==> config.mk <==
export PLATFORM = sky130hd
export DESIGN_NAME = fcpu_axis_step
export DESIGN_NICKNAME = d
export VERILOG_FILES = /design/src/hw/rtl/fcpu_pkg.sv /design/src/hw/rtl/fcpu_axis_step.sv
export SDC_FILE = /design/constraint.sdc
export NUM_CORES = 1
export LEC_CHECK = 0
export BUFFER_PORTS_ARGS = -buffer_cell sky130_fd_sc_hd__buf_4
export CELL_PAD_IN_SITES_DETAIL_PLACEMENT = 1
export CELL_PAD_IN_SITES_GLOBAL_PLACEMENT = 1
export CORE_MARGIN = 1
export CORE_UTILIZATION = 53
export DETAILED_ROUTE_END_ITERATION = 6
export PLACE_DENSITY_LB_ADDON = 0.1
export SYNTH_ARGS = -nofsm -noshare
export SYNTH_HDL_FRONTEND = slang
export SYNTH_SLANG_ARGS = --single-unit
export TNS_END_PERCENT = 100
==> constraint.sdc <==
create_clock -name vclk -period 49.7
set_input_delay 9.94 -clock vclk [all_inputs]
set_output_delay 9.94 -clock vclk [all_outputs]
set_load 0.005 [all_outputs]
==> src/hw/rtl/fcpu_pkg.sv <==
// Fly camera pose update: shared widths, command codes and the sine sample function.
// Used by the interfaces, the sine ROM, the axis step and the top level.
`default_nettype none

package fcpu_pkg;

    localparam int unsigned POS_W = 32;
    localparam int unsigned ANG_W = 16;
    localparam int unsigned AMT_W = 16;
    localparam int unsigned WGT_W = 16;

    localparam int unsigned SINE_TABLE_DEPTH_DEF = 1024;

    // Quarter of a turn in binary angle units; cos(a) = sin(a + QUARTER_TURN).
    localparam logic [ANG_W-1:0] QUARTER_TURN = 16'h4000;

    // Command kinds.
    localparam logic OP_MOVE   = 1'b0;
    localparam logic OP_ROTATE = 1'b1;

    // Move directions.
    localparam logic [1:0] MOVE_FORWARD  = 2'd0;
    localparam logic [1:0] MOVE_BACKWARD = 2'd1;
    localparam logic [1:0] MOVE_LEFT     = 2'd2;
    localparam logic [1:0] MOVE_RIGHT    = 2'd3;

    // Rotate directions.
    localparam logic [1:0] ROT_UP    = 2'd0;
    localparam logic [1:0] ROT_DOWN  = 2'd1;
    localparam logic [1:0] ROT_LEFT  = 2'd2;
    localparam logic [1:0] ROT_RIGHT = 2'd3;

    // Per-axis step control.
    typedef struct packed {
        logic en;   // axis takes a step
        logic neg;  // step uses the negated magnitude
    } axis_ctl_t;

    // Q1.15 sine of a binary angle from the quarter-wave polynomial.
    function automatic logic signed [WGT_W-1:0] quarter_poly(input logic [ANG_W-1:0] s);
        logic [1:0]  q;
        logic [31:0] r;
        logic [31:0] x2;
        logic [31:0] t;
        logic [31:0] v;
        logic [WGT_W-1:0] mag;
        q = s[15:14];
        r = {18'd0, s[13:0]};
        if (q[0])
        begin
            r = 32'd16384 - r;
        end
        x2 = (r * r) >> 14;
        t  = 32'd10581 - ((x2 * 32'd1229) >> 14);
        t  = 32'd25736 - ((x2 * t) >> 14);
        v  = (r * t) >> 13;
        if (v > 32'd32767)
        begin
            v = 32'd32767;
        end
        mag = v[WGT_W-1:0];
        return q[1] ? -mag : mag;
    endfunction

endpackage

`default_nettype wire

==> src/hw/rtl/fcpu_axis_step.sv <==
// One position axis: weighted step, rounding to Q16.16 and saturating add.
// Depends on fcpu_pkg for widths and the axis control struct.
`default_nettype none

module fcpu_axis_step (
    input  logic signed [fcpu_pkg::POS_W-1:0]    base,
    input  logic signed [fcpu_pkg::AMT_W-1:0]    amount,
    input  logic signed [fcpu_pkg::WGT_W-1:0]    weight,
    input  fcpu_pkg::axis_ctl_t                  ctl,
    output logic signed [fcpu_pkg::POS_W-1:0]    result
);

    logic signed [31:0]                prod;
    logic signed [31:0]                prod_dir;
    logic signed [31:0]                biased;
    logic [24:0]                       step;
    logic [fcpu_pkg::POS_W:0]          total;

    // Q8.8 times Q1.15 stays within 31 bits, so negation cannot overflow.
    assign prod     = 32'(amount) * 32'(weight);
    assign prod_dir = ctl.neg ? -prod : prod;
    assign biased   = prod_dir + 32'sd64;
    assign step     = biased[31:7];
    assign total    = {base[fcpu_pkg::POS_W-1], base} + {{8{step[24]}}, step};

    always_comb
    begin
        if (!ctl.en)
        begin
            result = base;
        end
        else if (total[fcpu_pkg::POS_W] != total[fcpu_pkg::POS_W-1])
        begin
            // Clamp to the signed range on overflow.
            result = total[fcpu_pkg::POS_W] ? {1'b1, {(fcpu_pkg::POS_W-1){1'b0}}}
                                            : {1'b0, {(fcpu_pkg::POS_W-1){1'b1}}};
        end
        else
        begin
            result = total[fcpu_pkg::POS_W-1:0];
        end
    end

endmodule

`default_nettype wire

==> results.yml, run 1 <==
cts:
  post_cts_buffers: 0
  hold_buffers: 0
  cts_resized: 0
global_route:
  grt-ovfl-total: 0
  grt_pass1_wl_mm: 64.39
  antenna_found_initial: 0
  grt_max_degree: 37
  grt_pass1_vias: 12620
  grt_usage_pct: 30.65
status:
  status: "complete, no violations"
critical_path:
  critPathMaxFanout: 29
  slowest_stage: "a21oi_2"
  max_stage_delay_ps: 960
  cpMostUsedCell: "fa_1"
  startpoint_type: "input pin"
  crit_type: "input pin to primary output"
  cp.required_ps: 39760
  worst_ep_arrival_time_ps: 21320
  cp-end-kind: "primary output"
finish:
  diodes: 0
  clkbuf_count: 0
  most-common-layout-cells: "345 x inv_1, 263 x fa_1, 160 x nand2_1, 127 x and2_1, 116 x ha_1"
  syn2layout_area_growth_pct: 6.770
  flops_and_latches: 0
  seqCellArea_um2: 0
  layout_commonest_cell: "inv_1"
  final_nets: 2117
  drive_gt1_share_pct: 7.784
floorplan:
  die-area_um2: 25990
  die_h_um: 161.2
  row_count: 57
  io_pins: 98
  start_util_pct: 54.61
  dieWidth_um: 161.2
  core_um2: 24600
sta:
  report.final.slew_viol_count: 0
  rsz0062_at_grt: "no"
  worst_pin_slew_ps: 1229
  timing.hold.ws_ps: 20230
  finalCritPeriodShare_pct: 62.90
  hold_violations: 0
  setup_viol: 0
  tns_ps: 0
  slew_headroom_pct: 18.09
  max_freq_mhz: 31.99
  setup_ws_ps: 18440
  fin_crit_ps: 31260
synth:
  syn_nets: 2077
  avgSynthCellArea_um2: 8.233
  synth_cell_type_count: 82
  postSynthCellCount: 1632
  netlist_area_um2: 13440
  synth_warnings: 0
  seq_area_frac_synth_pct: 0
hold_path:
  hp-class: "input pin to primary output"
route:
  postRouteAntennaNets: 0
  via_count: 11330
  dr.pass1.iters: 5
  post_drt_via_cell_ratio: 5.682
  wl_per_cell_um: 19.46
  drt_iter0_markers: 583
  wirelength_mm: 38.80
  drc: 0
place:
  pre_cts_slack_ps: 18480
  io_buffers: 98
  gp_congestion: 0.8962
  dp_hpwl_mm: 33.41
job:
  max_cap_viol_count: 0
==> layout make-up <==
class,count,area [µm²]
repair buffers,98,735.7
multi-input cells,1226,11910
fillers,3047,10260
inverters,346,1299
well taps,324,405.4
==> kinds of logic (layout without fill, tap and decap cells) <==
logic type,count (synthesis),count (layout),share of synthesized area [%]
AOI/OAI and AO/OA,270,270,13.62
xor gates and xnor gates,102,102,6.705
adders and majority gates,379,379,49.99
buffers and inverters,406,444,11.42
muxes,3,3,0.2235
and+or+nand+nor,472,472,18.05
==> synth_stat cells, types with 6 or more instances <==
| cell type | count | share of area (%) |
|---|---|---|
| a211oi_1 | 7 | 0.39 |
| o211ai_1 | 7 | 0.39 |
| xnor2_1 | 78 | 5.1 |
| xor2_1 | 23 | 1.5 |
| a21oi_1 | 62 | 2.3 |
| o22ai_1 | 33 | 1.5 |
| or2_2 | 6 | 0.28 |
| fa_1 | 263 | 39 |
| and2_1 | 127 | 5.9 |
| nor3_1 | 13 | 0.48 |
| and3_1 | 8 | 0.37 |
| nand2b_1 | 12 | 0.56 |
| nand3_1 | 13 | 0.48 |
| and4_1 | 6 | 0.39 |
| clkbuf_1 | 55 | 1.5 |
| o21ai_1 | 6 | 0.22 |
| or3_1 | 8 | 0.37 |
| o21ai_0 | 38 | 1.4 |
| nand4_1 | 9 | 0.42 |
| inv_1 | 345 | 9.6 |
| ha_1 | 116 | 11 |
| nor2_1 | 72 | 2.0 |
| nand2_1 | 160 | 4.5 |
| nor4_1 | 9 | 0.42 |
| a21o_1 | 33 | 1.8 |
| o21bai_1 | 11 | 0.61 |
| a31oi_1 | 15 | 0.70 |
==> stage by stage <==
stage | std cells | utilization [%] | cell area, µm²
after floorplan | 1632 | - | 13440
after global placement | 1994 | 58.31 | 14350
after detailed placement | 1994 | 58.31 | 14350
after CTS | 1994 | 58.31 | 14350
after global routing | 1994 | 58.31 | 14350
final | 1994 | 58.31 | 14350
==> metal layers <==
metal	GRT usage (%)	share of wire [%]	vias to the layer above
li1	-	-	5230
met1	40.82	44	5685
met2	55.21	49	362
met3	2.260	5.2	52
met4	5.189	1.8	0
met5	0	0	-
==> worst max-delay path, delay by kind of cell <==
kind | cells | cell delay (ps)
and+or+nand+nor | 11 | 2650
AOI/OAI and AO/OA | 12 | 3830
adders and majority gates | 8 | 3900
buffers and inverters | 6 | 550
xor gates and xnor gates | 2 | 420
==> final timing paths <==
kind	from	to	slack (ps)	cells past startpoint
setup / recovery	amount[5]	result[29]	18440	39
hold / removal	base[15]	result[15]	20230	4
Power of run 1 is left out: the tool's default activity adds up to more than one toggle a clock period on the data nets, which glitch-free logic cannot reach.
==> inputs of run 2 (changes only) <==
--- a/config.mk
+++ b/config.mk
@@ -9,7 +9,7 @@
 export CELL_PAD_IN_SITES_DETAIL_PLACEMENT = 1
 export CELL_PAD_IN_SITES_GLOBAL_PLACEMENT = 1
 export CORE_MARGIN = 1
-export CORE_UTILIZATION = 53
+export CORE_UTILIZATION = 49
 export DETAILED_ROUTE_END_ITERATION = 6
 export PLACE_DENSITY_LB_ADDON = 0.1
 export SYNTH_ARGS = -nofsm -noshare
==> constraint.sdc (replaced) <==
create_clock -name vclk -period 31.3
set_input_delay 6.26 -clock vclk [all_inputs]
set_output_delay 6.26 -clock vclk [all_outputs]
set_load 0.005 [all_outputs]
==> run 2 against run 1 <==
Sequential cell count did not move; final cell count increased by 0.85%; core utilization fell by 5.0 points; non-clock buffer count unchanged; critical path depth unchanged; die area is 8.1% higher; critical path type unchanged; largest cell class unchanged.
==> results.yml, run 2 (synthesis results as in run 1) <==
floorplan:
  start_util_pct: 49.86
  die_h_um: 167.6
  die-area_um2: 28090
  dieWidth_um: 167.6
  core_um2: 26950
  io_pins: 98
  row_count: 60
hold_path:
  holdPathEnd: "result[16]"
  hp-class: "input pin to primary output"
  min_path_cells: 4
  min-delay-start: "base[16]"
route:
  drt_iter0_markers: 559
  post_drt_via_cell_ratio: 5.433
  dr.pass1.iters: 5
  wl_per_cell_um: 17.98
  via_count: 10930
  postRouteAntennaNets: 0
  drc: 0
  wirelength_mm: 36.16
finish:
  drive_gt1_share_pct: 7.784
  filler_cell_count: 3323
  syn2layout_area_growth_pct: 6.928
  instances_no_fill: 2011
  final_nets: 2117
  clkbuf_count: 0
  flops_and_latches: 0
  seqCellArea_um2: 0
  layout_commonest_cell: "inv_1"
  diodes: 0
  most-common-layout-cells: "345 x inv_1, 263 x fa_1, 160 x nand2_1, 127 x and2_1, 116 x ha_1"
  multi_input_area_um2: 11910
cts:
  post_cts_buffers: 0
  hold_buffers: 0
  cts_resized: 0
sta:
  setup_viol: 0
  report.final.slew_viol_count: 0
  max_freq_mhz: 41.79
  fin_crit_ps: 23930
  rsz0062_at_grt: "no"
  slew_headroom_pct: 15.60
  worst_pin_slew_ps: 1266
  hold_violations: 0
  finalCritPeriodShare_pct: 76.45
  tns_ps: 0
place:
  io_buffers: 98
  dp_cells: 2011
  dp_hpwl_mm: 31.52
  gp_congestion: 0.8758
status:
  status: "complete, no violations"
critical_path:
  slowest_stage: "a21oi_2"
  cp-end-kind: "primary output"
  cp.required_ps: 25040
  startpoint_type: "input pin"
  max_stage_delay_ps: 990
  critPathMaxFanout: 29
  cpMostUsedCell: "fa_1"
  worst_ep_arrival_time_ps: 17670
  crit_type: "input pin to primary output"
job:
  max_cap_viol_count: 0
global_route:
  grt_pass1_vias: 12120
  antenna_found_initial: 0
  grt_max_degree: 37
  grt-ovfl-total: 0
  grt_usage_pct: 26.72
  grt_pass1_wl_mm: 61.27
run 2: worst max path at each step:
stage	start	to	slack [ps]	cells past startpoint
after global routing	weight[7]	result[22]	6670	36
after CTS	amount[5]	result[29]	7360	39
after global placement	amount[5]	result[29]	7600	39
after detailed placement	amount[5]	result[29]	7390	39
after floorplan	amount[6]	result[19]	9080	40
final	amount[5]	result[23]	7370	39
run 2: stage by stage:
stage / hold WS (ps) / util [%] / cell area, µm² / worst slack [ps]
3_5_place_dp: 12870 / 53.31 / 14370 / 7388
4_1_cts: 12870 / 53.31 / 14370 / 7359
3_3_place_gp: 12860 / 53.31 / 14370 / 7599
6_report: 12870 / 53.31 / 14370 / 7370
5_1_grt: 12890 / 53.31 / 14370 / 6671
2_1_floorplan: 12620 / - / 13440 / 9078
run 2: layout make-up:
type / instances / share of cell area (%)
well taps: 341 / 2.970
repair buffers: 98 / 5.121
inverters: 346 / 9.039
multi-input cells: 1226 / 82.87
run 2: critical path: cells and delay by family:
kind | cells | cell delay, ps
AND/OR/NAND/NOR | 10 | 2450
XOR/XNOR | 2 | 410
buffers and inverters | 6 | 520
AO/OA/AOI/OAI | 13 | 4080
adder cells (fa/ha/maj) | 8 | 3920
run 2: routing by layer:
| layer | wire [µm] | global-route usage [%] | vias to the layer above |
|---|---|---|---|
| met3 | 1070 | 1.253 | 20 |
| met2 | 17520 | 47.90 | 206 |
| met1 | 17370 | 37.26 | 5475 |
| li1 | - | - | 5224 |
| met4 | 197 | 1.675 | 0 |
| met5 | 0 | 0 | - |
Power of run 2 is left out for the same reason.
==> inputs of run 3 (changes only) <==
--- a/config.mk
+++ b/config.mk
@@ -9,7 +9,7 @@
 export CELL_PAD_IN_SITES_DETAIL_PLACEMENT = 1
 export CELL_PAD_IN_SITES_GLOBAL_PLACEMENT = 1
 export CORE_MARGIN = 1
-export CORE_UTILIZATION = 49
+export CORE_UTILIZATION = 44
 export DETAILED_ROUTE_END_ITERATION = 6
 export PLACE_DENSITY_LB_ADDON = 0.1
 export SYNTH_ARGS = -nofsm -noshare
==> constraint.sdc (replaced) <==
create_clock -name vclk -period 20.9
set_input_delay 4.18 -clock vclk [all_inputs]
set_output_delay 4.18 -clock vclk [all_outputs]
set_load 0.005 [all_outputs]
==> run 3 against run 2 <==
Via count increased by 0.58%; critical path depth fell by 4; cell area rose by 0.53%; clock-buffer cell count stayed put; global-route usage fell by 2.7 points; sequential cell count is the same; non-clock buffer count rose by 1; first-iteration DRC count shrank 34%; routed wire length hardly changed; sequential share of layout area did not move; core utilization down 5.0 points; worst hold slack worse by 4200 ps; critical path type unchanged; critical endpoint is now result[12]; highest routed layer unchanged.
==> results.yml, run 3 (synthesis results as in run 1) <==
route:
  post_drt_via_cell_ratio: 5.331
  via_count: 10990
  wl_per_cell_um: 17.56
  postRouteAntennaNets: 0
  drc: 0
  dr.pass1.iters: 5
  wirelength_mm: 36.18
  drt_iter0_markers: 368
floorplan:
  die_h_um: 176.8
  row_count: 63
  start_util_pct: 44.98
  core_um2: 29870
  dieWidth_um: 176.8
  die-area_um2: 31240
  io_pins: 98
cts:
  post_cts_buffers: 0
  hold_buffers: 0
  cts_resized: 0
sta:
  fin_crit_ps: 19570
  report.final.slew_viol_count: 0
  rsz0062_at_grt: "no"
  slew_headroom_pct: 33.06
  hold_violations: 0
  tns_ps: 0
  max_freq_mhz: 51.11
  worst_pin_slew_ps: 1002
  timing.hold.ws_ps: 8709
  finalCritPeriodShare_pct: 93.62
  setup_viol: 0
place:
  io_buffers: 98
  placed_area_um2: 14430
  gp_congestion: 0.9003
  dp_hpwl_mm: 31.75
critical_path:
  critPathMaxFanout: 29
  cpMostUsedCell: "fa_1"
  cp.required_ps: 16720
  worst_ep_arrival_time_ps: 15390
  max_stage_delay_ps: 770
  cp-end-kind: "primary output"
  slowest_stage: "xnor2_1"
  crit_type: "input pin to primary output"
  startpoint_type: "input pin"
finish:
  clkbuf_count: 0
  post-route-cell-area_um2: 14440
  flops_and_latches: 0
  syn2layout_area_growth_pct: 7.496
  drive_gt1_share_pct: 7.840
  final_nets: 2118
  filler_cell_count: 3609
  layout_commonest_cell: "inv_1"
  seqCellArea_um2: 0
  most-common-layout-cells: "345 x inv_1, 263 x fa_1, 160 x nand2_1, 127 x and2_1, 116 x ha_1"
  diodes: 0
hold_path:
  min-delay-start: "base[14]"
  holdPathEnd: "result[14]"
  hp-class: "input pin to primary output"
  min_path_cells: 4
global_route:
  grt_pass1_vias: 12080
  grt_max_degree: 37
  grt-ovfl-total: 0
  grt_pass1_wl_mm: 61.16
  antenna_found_initial: 0
  grt_usage_pct: 24.00
job:
  max_cap_viol_count: 0
status:
  status: "complete, no violations"
## run 3: changes by cell type in the layout (fill, tap and decap cells not counted)
| cell | change |
|---|---|
| buf_8 | +1 |
## run 3: how the worst max path moves through the flow
| stage | endpoint | cells after the start | start | slack, ps |
|---|---|---|---|---|
| after floorplan | result[19] | 40 | amount[6] | 2840 |
| after global placement | result[29] | 39 | amount[5] | 1230 |
| after detailed placement | result[3] | 36 | amount[7] | 910 |
| after CTS | result[3] | 36 | amount[7] | 920 |
| after global routing | result[29] | 35 | amount[7] | 570 |
| final | result[12] | 35 | amount[7] | 1330 |
## run 3: cell type report
type	instances	area (µm²)	share of cell area, %
multi-input cells	1226	11910	82.43
inverters	346	1299	8.992
repair buffers	99	750.7	5.197
well taps	390	488.0	3.378
## run 3: critical path: cells and delay by family
kind / cells / cell delay, ps
AO/OA/AOI/OAI: 11 / 2990
XOR/XNOR: 2 / 1360
buffers and inverters: 7 / 650
adder cells (fa/ha/maj): 8 / 4040
AND/OR/NAND/NOR: 6 / 1890
multiplexers: 1 / 250
## run 3: per-stage QoR
step,worst slack [ps],util [%],instances
final,1334,48.35,2061
after global placement,1231,48.30,2060
after detailed placement,914.3,48.30,2060
after CTS,923.5,48.30,2060
after global routing,572.6,48.35,2061
after floorplan,2838,-,1632
## run 3: layer usage
| metal | wire, µm | track usage (%) | vias up |
|---|---|---|---|
| li1 | - | - | 5231 |
| met1 | 17900 | 34.73 | 5545 |
| met2 | 16940 | 41.45 | 193 |
| met3 | 1003 | 0.5799 | 19 |
| met4 | 340 | 2.191 | 0 |
| met5 | 0 | 0 | - |
Power of run 3 is left out for the same reason.
